$ cat src/design/bcba_pkg.sv
// ----------------------------------------------------------------------------
// bcba_pkg
// shared widths, command codes and types of the bitmap block allocator
// ----------------------------------------------------------------------------
package bcba_pkg;

	// defaults of the top level parameters
	localparam int NUM_BLOCKS_DEF = 1024;
	localparam int FIT_TRIES_DEF  = 2;

	// fixed field widths
	localparam int OP_W    = 3;
	localparam int SB_W    = 10;
	localparam int BCNT_W  = 11;
	localparam int LEN_W   = 23;
	localparam int BS_W    = 13;
	localparam int BIDX_W  = 10;

	// command codes
	localparam logic [OP_W-1:0] OP_ALLOC = 3'd0;
	localparam logic [OP_W-1:0] OP_FREE  = 3'd1;
	localparam logic [OP_W-1:0] OP_MARK  = 3'd2;
	localparam logic [OP_W-1:0] OP_CHECK = 3'd3;
	localparam logic [OP_W-1:0] OP_FIND  = 3'd4;

	// block size register after reset
	localparam logic [BS_W-1:0] BS_RESET = 13'd64;

	// divider status toward the sequencer
	typedef struct packed {
		logic done;
		logic rem_nz;
	} div_stat_t;

endpackage

$ cat src/design/bcba_div.sv
// ----------------------------------------------------------------------------
// bcba_div
// restoring divider, one quotient bit per cycle, byte length by block size
// ----------------------------------------------------------------------------
module bcba_div (
	input  logic                         clk,
	input  logic                         arst_n,
	input  logic                         start,
	input  logic [bcba_pkg::LEN_W-1:0]   dividend,
	input  logic [bcba_pkg::BS_W-1:0]    divisor,
	output bcba_pkg::div_stat_t          stat,
	output logic [bcba_pkg::LEN_W-1:0]   quotient
);

	localparam int STEP_W = $clog2(bcba_pkg::LEN_W + 1);

	logic [bcba_pkg::BS_W-1:0]  rem_q;
	logic [bcba_pkg::BS_W-1:0]  dvs_q;
	logic [bcba_pkg::LEN_W-1:0] quo_q;
	logic [STEP_W-1:0]          step_q;
	logic                       run_q;
	logic                       done_q;
	logic [bcba_pkg::BS_W:0]    trial;
	logic                       take;
	logic [bcba_pkg::BS_W:0]    diff;

	assign trial = {rem_q, quo_q[bcba_pkg::LEN_W-1]};
	assign take  = trial >= {1'b0, dvs_q};
	assign diff  = trial - {1'b0, dvs_q};

	always_ff @(posedge clk or negedge arst_n) begin
		if (!arst_n) begin
			run_q  <= 1'b0;
			done_q <= 1'b0;
			step_q <= '0;
			rem_q  <= '0;
			dvs_q  <= '0;
			quo_q  <= '0;
		end else begin
			done_q <= 1'b0;
			if (start) begin
				run_q  <= 1'b1;
				step_q <= '0;
				rem_q  <= '0;
				dvs_q  <= divisor;
				quo_q  <= dividend;
			end else if (run_q) begin
				// remainder stays below the divisor, so it fits the divisor width
				rem_q <= take ? diff[bcba_pkg::BS_W-1:0] : trial[bcba_pkg::BS_W-1:0];
				quo_q <= {quo_q[bcba_pkg::LEN_W-2:0], take};
				if (step_q == STEP_W'(bcba_pkg::LEN_W - 1)) begin
					run_q  <= 1'b0;
					done_q <= 1'b1;
				end
				step_q <= step_q + 1'b1;
			end
		end
	end

	assign stat.done   = done_q;
	assign stat.rem_nz = (rem_q != '0);
	assign quotient    = quo_q;

endmodule

$ cat src/design/bitmap_contiguous_block_allocator.sv
// ----------------------------------------------------------------------------
// bitmap_contiguous_block_allocator
// used-block bitmap with a next-fit rover, one command at a time
// ----------------------------------------------------------------------------
// channel   | ports                                          | handshake
// ----------|------------------------------------------------|----------------------
// command   | op, start_block, blk_count, byte_length        | start && !busy
// result    | status, block_index                            | done, one-cycle beat
// config    | cfg_data (block size in bytes)                 | cfg_valid && cfg_ready
//
// the used map is a one-bit memory walked one block per cycle by a single
// address counter with a registered read port
// after reset the map is swept to zero, with busy high
// allocate and check walk the map, free and mark walk the run
// find: division, then per try the seek, the window walk
//   and a move to the next try
// the receiver cannot stall: each result is a single beat on done
// ----------------------------------------------------------------------------
module bitmap_contiguous_block_allocator #(
	parameter int NUM_BLOCKS = bcba_pkg::NUM_BLOCKS_DEF,
	parameter int FIT_TRIES  = bcba_pkg::FIT_TRIES_DEF
) (
	input  logic                          clk,
	input  logic                          arst_n,
	// command
	input  logic                          start,
	output logic                          busy,
	input  logic [bcba_pkg::OP_W-1:0]     op,
	input  logic [bcba_pkg::SB_W-1:0]     start_block,
	input  logic [bcba_pkg::BCNT_W-1:0]   blk_count,
	input  logic [bcba_pkg::LEN_W-1:0]    byte_length,
	// result
	output logic                          done,
	output logic                          status,
	output logic [bcba_pkg::BIDX_W-1:0]   block_index,
	// configuration
	input  logic                          cfg_valid,
	output logic                          cfg_ready,
	input  logic [bcba_pkg::BS_W-1:0]     cfg_data
);

	localparam int IDX_W  = $clog2(NUM_BLOCKS);
	localparam int CNT_W  = $clog2(NUM_BLOCKS + 1);
	localparam int RUN_W  = (CNT_W > bcba_pkg::BCNT_W) ? CNT_W : bcba_pkg::BCNT_W;
	localparam int WIDE_W = ((CNT_W > bcba_pkg::LEN_W) ? CNT_W : bcba_pkg::LEN_W) + 1;
	localparam int TRY_W  = (FIT_TRIES > 1) ? $clog2(FIT_TRIES) : 1;

	localparam logic [IDX_W-1:0] LAST_IDX = IDX_W'(NUM_BLOCKS - 1);

	// sequencer states
	localparam logic [3:0] ST_CLEAR = 4'd0;
	localparam logic [3:0] ST_IDLE  = 4'd1;
	localparam logic [3:0] ST_ALLOC = 4'd2;
	localparam logic [3:0] ST_RUN   = 4'd3;
	localparam logic [3:0] ST_CHECK = 4'd4;
	localparam logic [3:0] ST_DIV   = 4'd5;
	localparam logic [3:0] ST_SEEK  = 4'd6;
	localparam logic [3:0] ST_WIN   = 4'd7;
	localparam logic [3:0] ST_NEXT  = 4'd8;

	logic [3:0]                   state_q;
	logic [bcba_pkg::OP_W-1:0]    op_q;
	logic [bcba_pkg::BCNT_W-1:0]  count_q;
	logic [bcba_pkg::LEN_W-1:0]   need_q;
	logic [IDX_W-1:0]             cand_q;
	logic [TRY_W-1:0]             try_q;
	logic [IDX_W-1:0]             rover_q;
	logic [bcba_pkg::BS_W-1:0]    bs_q;
	logic [CNT_W-1:0]             free_cnt_q;

	// shared walker: address counter and blocks left to visit
	logic [IDX_W-1:0]             scan_addr_q;
	logic [CNT_W-1:0]             scan_left_q;

	// used map and its registered read port
	logic                         map_q [NUM_BLOCKS];
	logic                         rd_vld_s1;
	logic [IDX_W-1:0]             rd_addr_s1;
	logic                         rd_data_s1;

	logic                         done_q;
	logic                         status_q;
	logic [bcba_pkg::BIDX_W-1:0]  block_index_q;

	logic                         accept;
	logic                         scan_st;
	logic                         issue;
	logic                         step;
	logic                         hit;
	logic                         scan_end;
	logic [IDX_W-1:0]             addr_inc;
	logic [IDX_W-1:0]             cand_inc;
	logic                         we;
	logic [IDX_W-1:0]             waddr;
	logic                         wdata;
	logic [RUN_W-1:0]             run_req;
	logic [RUN_W-1:0]             run_lim;
	logic [CNT_W-1:0]             run_len;
	logic                         too_long;
	logic                         div_start;
	bcba_pkg::div_stat_t          div_stat;
	logic [bcba_pkg::LEN_W-1:0]   div_quo;
	logic [bcba_pkg::BS_W-1:0]    divisor;

	assign accept    = start && (state_q == ST_IDLE);
	assign busy      = (state_q != ST_IDLE);
	assign cfg_ready = 1'b1;

	// a zero block size counts as one byte
	assign divisor   = (bs_q == '0) ? bcba_pkg::BS_W'(1) : bs_q;
	assign div_start = accept && (op == bcba_pkg::OP_FIND);

	bcba_div u_div (
		.clk      (clk),
		.arst_n   (arst_n),
		.start    (div_start),
		.dividend (byte_length),
		.divisor  (divisor),
		.stat     (div_stat),
		.quotient (div_quo)
	);

	// walker control: reads go out one per cycle, data comes back through a register
	assign scan_st  = (state_q == ST_ALLOC) || (state_q == ST_CHECK) ||
	                  (state_q == ST_SEEK) || (state_q == ST_WIN);
	assign issue    = scan_st && (scan_left_q != '0);
	assign step     = issue || ((state_q == ST_RUN) && (scan_left_q != '0));
	// window walk stops on a used block, allocate and seek stop on a free one
	assign hit      = rd_vld_s1 && (rd_data_s1 == (state_q == ST_WIN)) &&
	                  ((state_q == ST_ALLOC) || (state_q == ST_SEEK) || (state_q == ST_WIN));
	assign scan_end = scan_st && !rd_vld_s1 && (scan_left_q == '0);
	assign addr_inc = (scan_addr_q == LAST_IDX) ? '0 : scan_addr_q + 1'b1;
	assign cand_inc = (rd_addr_s1 == LAST_IDX) ? '0 : rd_addr_s1 + 1'b1;

	// run length clipped at the end of the map; free of zero still clears one
	assign run_req  = ((op == bcba_pkg::OP_FREE) && (blk_count == '0)) ?
	                  RUN_W'(1) : RUN_W'(blk_count);
	assign run_lim  = (RUN_W'(start_block) >= RUN_W'(NUM_BLOCKS)) ?
	                  '0 : RUN_W'(NUM_BLOCKS) - RUN_W'(start_block);
	assign run_len  = (run_req < run_lim) ? CNT_W'(run_req) : CNT_W'(run_lim);

	assign too_long = (WIDE_W'(rd_addr_s1) + WIDE_W'(need_q)) > WIDE_W'(NUM_BLOCKS);

	// single write port of the map
	always_comb begin
		we    = 1'b0;
		waddr = scan_addr_q;
		wdata = 1'b0;
		unique case (state_q)
			ST_CLEAR: begin
				we = 1'b1;
			end
			ST_RUN: begin
				we    = (scan_left_q != '0);
				wdata = (op_q == bcba_pkg::OP_MARK);
			end
			ST_ALLOC: begin
				we    = hit;
				waddr = rd_addr_s1;
				wdata = 1'b1;
			end
			default: begin
				we = 1'b0;
			end
		endcase
	end

	always_ff @(posedge clk) begin
		if (we) begin
			map_q[waddr] <= wdata;
		end
		if (issue) begin
			rd_data_s1 <= map_q[scan_addr_q];
		end
	end

	always_ff @(posedge clk or negedge arst_n) begin
		if (!arst_n) begin
			state_q       <= ST_CLEAR;
			op_q          <= '0;
			count_q       <= '0;
			need_q        <= '0;
			cand_q        <= '0;
			try_q         <= '0;
			rover_q       <= '0;
			bs_q          <= bcba_pkg::BS_RESET;
			free_cnt_q    <= '0;
			scan_addr_q   <= '0;
			scan_left_q   <= '0;
			rd_vld_s1     <= 1'b0;
			rd_addr_s1    <= '0;
			done_q        <= 1'b0;
			status_q      <= 1'b0;
			block_index_q <= '0;
		end else begin
			done_q     <= 1'b0;
			rd_vld_s1  <= issue && !hit;
			rd_addr_s1 <= scan_addr_q;
			if (step) begin
				scan_addr_q <= addr_inc;
				scan_left_q <= scan_left_q - 1'b1;
			end
			if (cfg_valid) begin
				bs_q <= cfg_data;
			end

			unique case (state_q)
				ST_CLEAR: begin
					// sweep every block to free after reset
					if (scan_addr_q == LAST_IDX) begin
						scan_addr_q <= '0;
						state_q     <= ST_IDLE;
					end else begin
						scan_addr_q <= addr_inc;
					end
				end

				ST_IDLE: begin
					if (accept) begin
						op_q    <= op;
						count_q <= blk_count;
						unique case (op) inside
							bcba_pkg::OP_ALLOC: begin
								scan_addr_q <= '0;
								scan_left_q <= CNT_W'(NUM_BLOCKS);
								state_q     <= ST_ALLOC;
							end
							bcba_pkg::OP_FREE, bcba_pkg::OP_MARK: begin
								scan_addr_q <= IDX_W'(start_block);
								scan_left_q <= run_len;
								state_q     <= ST_RUN;
							end
							bcba_pkg::OP_CHECK: begin
								scan_addr_q <= '0;
								scan_left_q <= CNT_W'(NUM_BLOCKS);
								free_cnt_q  <= '0;
								state_q     <= ST_CHECK;
							end
							bcba_pkg::OP_FIND: begin
								try_q   <= '0;
								state_q <= ST_DIV;
							end
							default: begin
								// unknown command: fail at once, state untouched
								done_q        <= 1'b1;
								status_q      <= 1'b1;
								block_index_q <= '0;
							end
						endcase
					end
				end

				ST_ALLOC: begin
					if (hit) begin
						done_q        <= 1'b1;
						status_q      <= 1'b0;
						block_index_q <= bcba_pkg::BIDX_W'(rd_addr_s1);
						state_q       <= ST_IDLE;
					end else if (scan_end) begin
						done_q        <= 1'b1;
						status_q      <= 1'b1;
						block_index_q <= '0;
						state_q       <= ST_IDLE;
					end
				end

				ST_RUN: begin
					if (scan_left_q == '0) begin
						done_q        <= 1'b1;
						status_q      <= 1'b0;
						block_index_q <= '0;
						state_q       <= ST_IDLE;
					end
				end

				ST_CHECK: begin
					if (rd_vld_s1 && !rd_data_s1) begin
						free_cnt_q <= free_cnt_q + 1'b1;
					end
					if (scan_end) begin
						done_q        <= 1'b1;
						status_q      <= (RUN_W'(free_cnt_q) < RUN_W'(count_q));
						block_index_q <= '0;
						state_q       <= ST_IDLE;
					end
				end

				ST_DIV: begin
					if (div_stat.done) begin
						// ceiling of length over block size
						need_q      <= div_quo + bcba_pkg::LEN_W'(div_stat.rem_nz);
						scan_addr_q <= rover_q;
						scan_left_q <= CNT_W'(NUM_BLOCKS);
						state_q     <= ST_SEEK;
					end
				end

				ST_SEEK: begin
					if (hit) begin
						// rover moves past every candidate tried
						cand_q  <= rd_addr_s1;
						rover_q <= cand_inc;
						if (need_q == '0) begin
							done_q        <= 1'b1;
							status_q      <= 1'b0;
							block_index_q <= bcba_pkg::BIDX_W'(rd_addr_s1);
							state_q       <= ST_IDLE;
						end else if (too_long) begin
							state_q <= ST_NEXT;
						end else begin
							scan_addr_q <= rd_addr_s1;
							scan_left_q <= CNT_W'(need_q);
							state_q     <= ST_WIN;
						end
					end else if (scan_end) begin
						// map full: rover keeps its place
						done_q        <= 1'b1;
						status_q      <= 1'b1;
						block_index_q <= '0;
						state_q       <= ST_IDLE;
					end
				end

				ST_WIN: begin
					if (hit) begin
						state_q <= ST_NEXT;
					end else if (scan_end) begin
						done_q        <= 1'b1;
						status_q      <= 1'b0;
						block_index_q <= bcba_pkg::BIDX_W'(cand_q);
						state_q       <= ST_IDLE;
					end
				end

				ST_NEXT: begin
					if (try_q == TRY_W'(FIT_TRIES - 1)) begin
						done_q        <= 1'b1;
						status_q      <= 1'b1;
						block_index_q <= '0;
						state_q       <= ST_IDLE;
					end else begin
						try_q       <= try_q + 1'b1;
						scan_addr_q <= rover_q;
						scan_left_q <= CNT_W'(NUM_BLOCKS);
						state_q     <= ST_SEEK;
					end
				end

				default: begin
					state_q <= ST_IDLE;
				end
			endcase
		end
	end

	assign done        = done_q;
	assign status      = status_q;
	assign block_index = block_index_q;

endmodule

$ cat config.mk
export PLATFORM = sky130hd
export DESIGN_NAME = bitmap_contiguous_block_allocator
export DESIGN_NICKNAME = d
export VERILOG_FILES = /design/src/design/bcba_pkg.sv /design/src/design/bcba_div.sv /design/src/design/bitmap_contiguous_block_allocator.sv
export SDC_FILE = /design/constraint.sdc
export NUM_CORES = 2
export LEC_CHECK = 0
export BUFFER_PORTS_ARGS = -buffer_cell sky130_fd_sc_hd__buf_2
export CORE_UTILIZATION = 55
export CTS_CLUSTER_DIAMETER = 50
export DETAILED_ROUTE_END_ITERATION = 8
export PLACE_DENSITY = 0.82
export SETUP_SLACK_MARGIN = 0.3
export SLEW_MARGIN = 10
export SYNTH_ARGS = -nofsm -noshare
export SYNTH_HDL_FRONTEND = slang
export SYNTH_SLANG_ARGS = --single-unit
$ cat constraint.sdc
create_clock -name clk -period 12.5 [get_ports clk]
set_clock_uncertainty 0.1 [all_clocks]
set_input_delay 1.25 -clock clk [delete_from_list [all_inputs] [get_ports clk]]
set_output_delay 1.25 -clock clk [all_outputs]
set_load 0.01 [all_outputs]
==> metrics <==
status=complete, but fails checks; failing checks=slew limit; Least-Margin Pin Slew=1510 ps; Post-synth EDFFs=1025; setup_tns=0 ps; first-pass GRT wire length=231000 µm; Syn Area/Cell=12.5 µm²; drt via density=6.57; CP max FO=58; post-route ant nets=0; Synth Cell Area=56100 µm²; worst path bufs/invs=3; syn nets=4591; min-delay src=count_q[2]$_DFFE_PN0P_; final slew viol count=45; Worst path max stage delay=approximately 1000 ps; Pleak=16.8 nW; Post-synth top flop=edfxtp_1; Worst EP arrival=6450 ps; boundary pin count=between 70 and 80; Max-slew headroom=-0.796%; vias in the first global route=37914; max capacitance violation total=0; H-tree depth=4; CORE AREA=101000 µm²; Cells after Synth=4473; most frequent cells in the layout=1160 x nor2_1, 1025 x edfxtp_1, 259 x nand2_1, 215 x mux4_2, 180 x dfrtp_1; Peak VDD IR=0.000147 V; RD Place Congestion=about 0.94; setup violators final=0; Worst Setup End Kind=flip-flop; commonest non-fill, non-tap cell in the layout=nor2_1; Power Density=135 nW/µm²; clock-pin slew on the worst setup and hold paths=roughly 60 ps; GR Util All Layers=30.1%; post-CTS sizing=0; Initial Utilization=55.8%; crit-path most repeated cell=buf_4; drt pass-1 iters=6; Inserted Clock Buffers=~130; final hold violation count=0; initial antenna violation count=2; worst min path class=reg -> reg; DIE HEIGHT=321 µm; WL per Instance=26.6 µm; Die Area=slightly above 100000 µm²; Clock Latency Late Sink=760 ps; Routed WL=around 160000 µm; 1st-iter DRT viols=between 6000 and 7000; PnR worst setup slack=6470 ps; crit path from=scan_addr_q[1]$_DFF_PN0_; post-synthesis sequential element count=~1200; hold buffers post-CTS=0; clk buf depth=3; CTS Sinks=1211; FF-to-FF Start=scan_addr_q[1]$_DFF_PN0_; fraction of layout cells with a size suffix above 1=14.9%; GR Overflow Total=0; Area Overhead vs Synth=10.5%; Root Driver=clkbuf_16; worst path cell trace=buf_4, buf_4, buf_4, mux4_2, mux4_2, a21oi_1, a31oi_1, or4_1, a32o_1; Die Width=321 µm; Critical Path RT=about 13000 ps; critical path's slowest cell=dfrtp_4; critical path's top delay family=buffers and inverters; pre-CTS setup slack=6640 ps; IO Port Bufs=76; residual DRC count=0; total power=8.36 mW; ys async rst share=roughly 15%; Core Rows=116; fin crit period=a little over 6000 ps; Cell variety after synth=just under 90; Setup Fix Bufs, Post-CTS=0; CTS tree=yes; Max Fclk=166 MHz; unrepaired setup endpoints after global routing=false; sequential share of the synthesized area=63.2%; final period utilization=48.3%; Synth Warn #=0; fin util=61.6%; hpwl dp=86600 µm; CP Class=reg -> reg; CP startpoint kind=flip-flop; Vias=38497; maximum number of pins on one net before global-route repair=329; Final #Nets=4517
## layout make-up
cell class                      count  area, µm²
Inverter                           71        267
Clock buffer                      164       3540
Fill cell                        7195      38600
Antenna cell                        1       2.50
Timing Repair Buffer              159       1070
Multi-Input combinational cell   2825      19100
Clock inverter                     69        840
Sequential cell                  1211      35400
Tap cell                         1357       1700
## power by group
part | internal, mW | switching [mW]
logic | 0.0212 | 0.0339
registers | 4.33 | 0.00392
clock network | 2.35 | 1.62
total | 6.70 | 1.66
## cell families after synthesis
kind of cell | Yosys count | synth area share (%)
xor gates and xnor gates | 81 | 1.26
other | 1 | 0.00669
AOI/OAI and AO/OA | 554 | 6.46
muxes | 395 | 11.9
buffers and inverters | 437 | 3.14
and+or+nand+nor | 1740 | 12.8
adders and majority gates | 54 | 1.23
DFF | 1211 | 63.2
## state kept, by name, summed over array words and instances (netlist names), 11 cells and up
signal and cells:
bs_q 13, count_q 11, free_cnt_q 11, map_q 1024, need_q 23, scan_left_q 11
u_div.dvs_q 13, u_div.quotient 23, u_div.rem_q 13
## synth_stat cells (20+ instances only)
cell type	instances	share of area [%]
nor2_1	1165	7.8
edfxtp_1	1025	55
clkbuf_1	292	2.0
nand2_1	261	1.7
mux4_2	215	8.6
dfrtp_1	185	8.3
o21ai_0	149	1.3
mux2i_1	147	2.6
a21oi_1	110	0.98
nand3_1	106	0.95
inv_1	70	0.47
a22oi_1	64	0.86
nor3_1	59	0.53
ha_1	52	1.2
xnor2_1	52	0.81
mux2_2	33	0.66
o221ai_1	33	0.52
buf_2	32	0.29
o22ai_1	29	0.32
xor2_1	29	0.45
nand4_1	25	0.28
a31oi_1	23	0.26
nor4_1	23	0.26
buf_1	20	0.13
## routing by layer
metal  global-route usage (%)  wire [µm]
met1                     37.5      53000
met2                     47.4      71600
met3                     8.60      21200
met4                     17.0       9680
met5                        0         65
## final timing paths
check	endpoint	slack, ps	cells after the start
min in group asynchronous	u_div.quotient[16]$_DFFE_PN0P_	540	1
max	rd_data_s1$_DFFE_PP_	6470	9
min reg2reg	count_q[2]$_DFFE_PN0P_	380	2
max reg2reg	rd_data_s1$_DFFE_PP_	6470	9
min	count_q[2]$_DFFE_PN0P_	380	2
max in group asynchronous	free_cnt_q[3]$_DFFE_PN0P_	10160	2
## per-stage QoR
| stage | instances | hold WS (ps) | cell area [µm²] |
|---|---|---|---|
| 2_1_floorplan | 4473 | 252 | 56100 |
| 3_3_place_gp | 5623 | 364 | 57600 |
| 3_5_place_dp | 5623 | 370 | 57600 |
| 4_1_cts | 5856 | 382 | 62000 |
| 5_1_grt | 5856 | 404 | 62000 |
| 6_report | 5857 | 379 | 62000 |
## worst register-to-register path, stage by stage (launching register included)
cell and delay [ps]:
dfrtp_4 1010, buf_4 810, buf_4 840, buf_4 870
mux4_2 460, mux4_2 500, a21oi_1 170, a31oi_1 200
or4_1 590, a32o_1 270
Note: power is estimated with default switching activity, not from simulation.
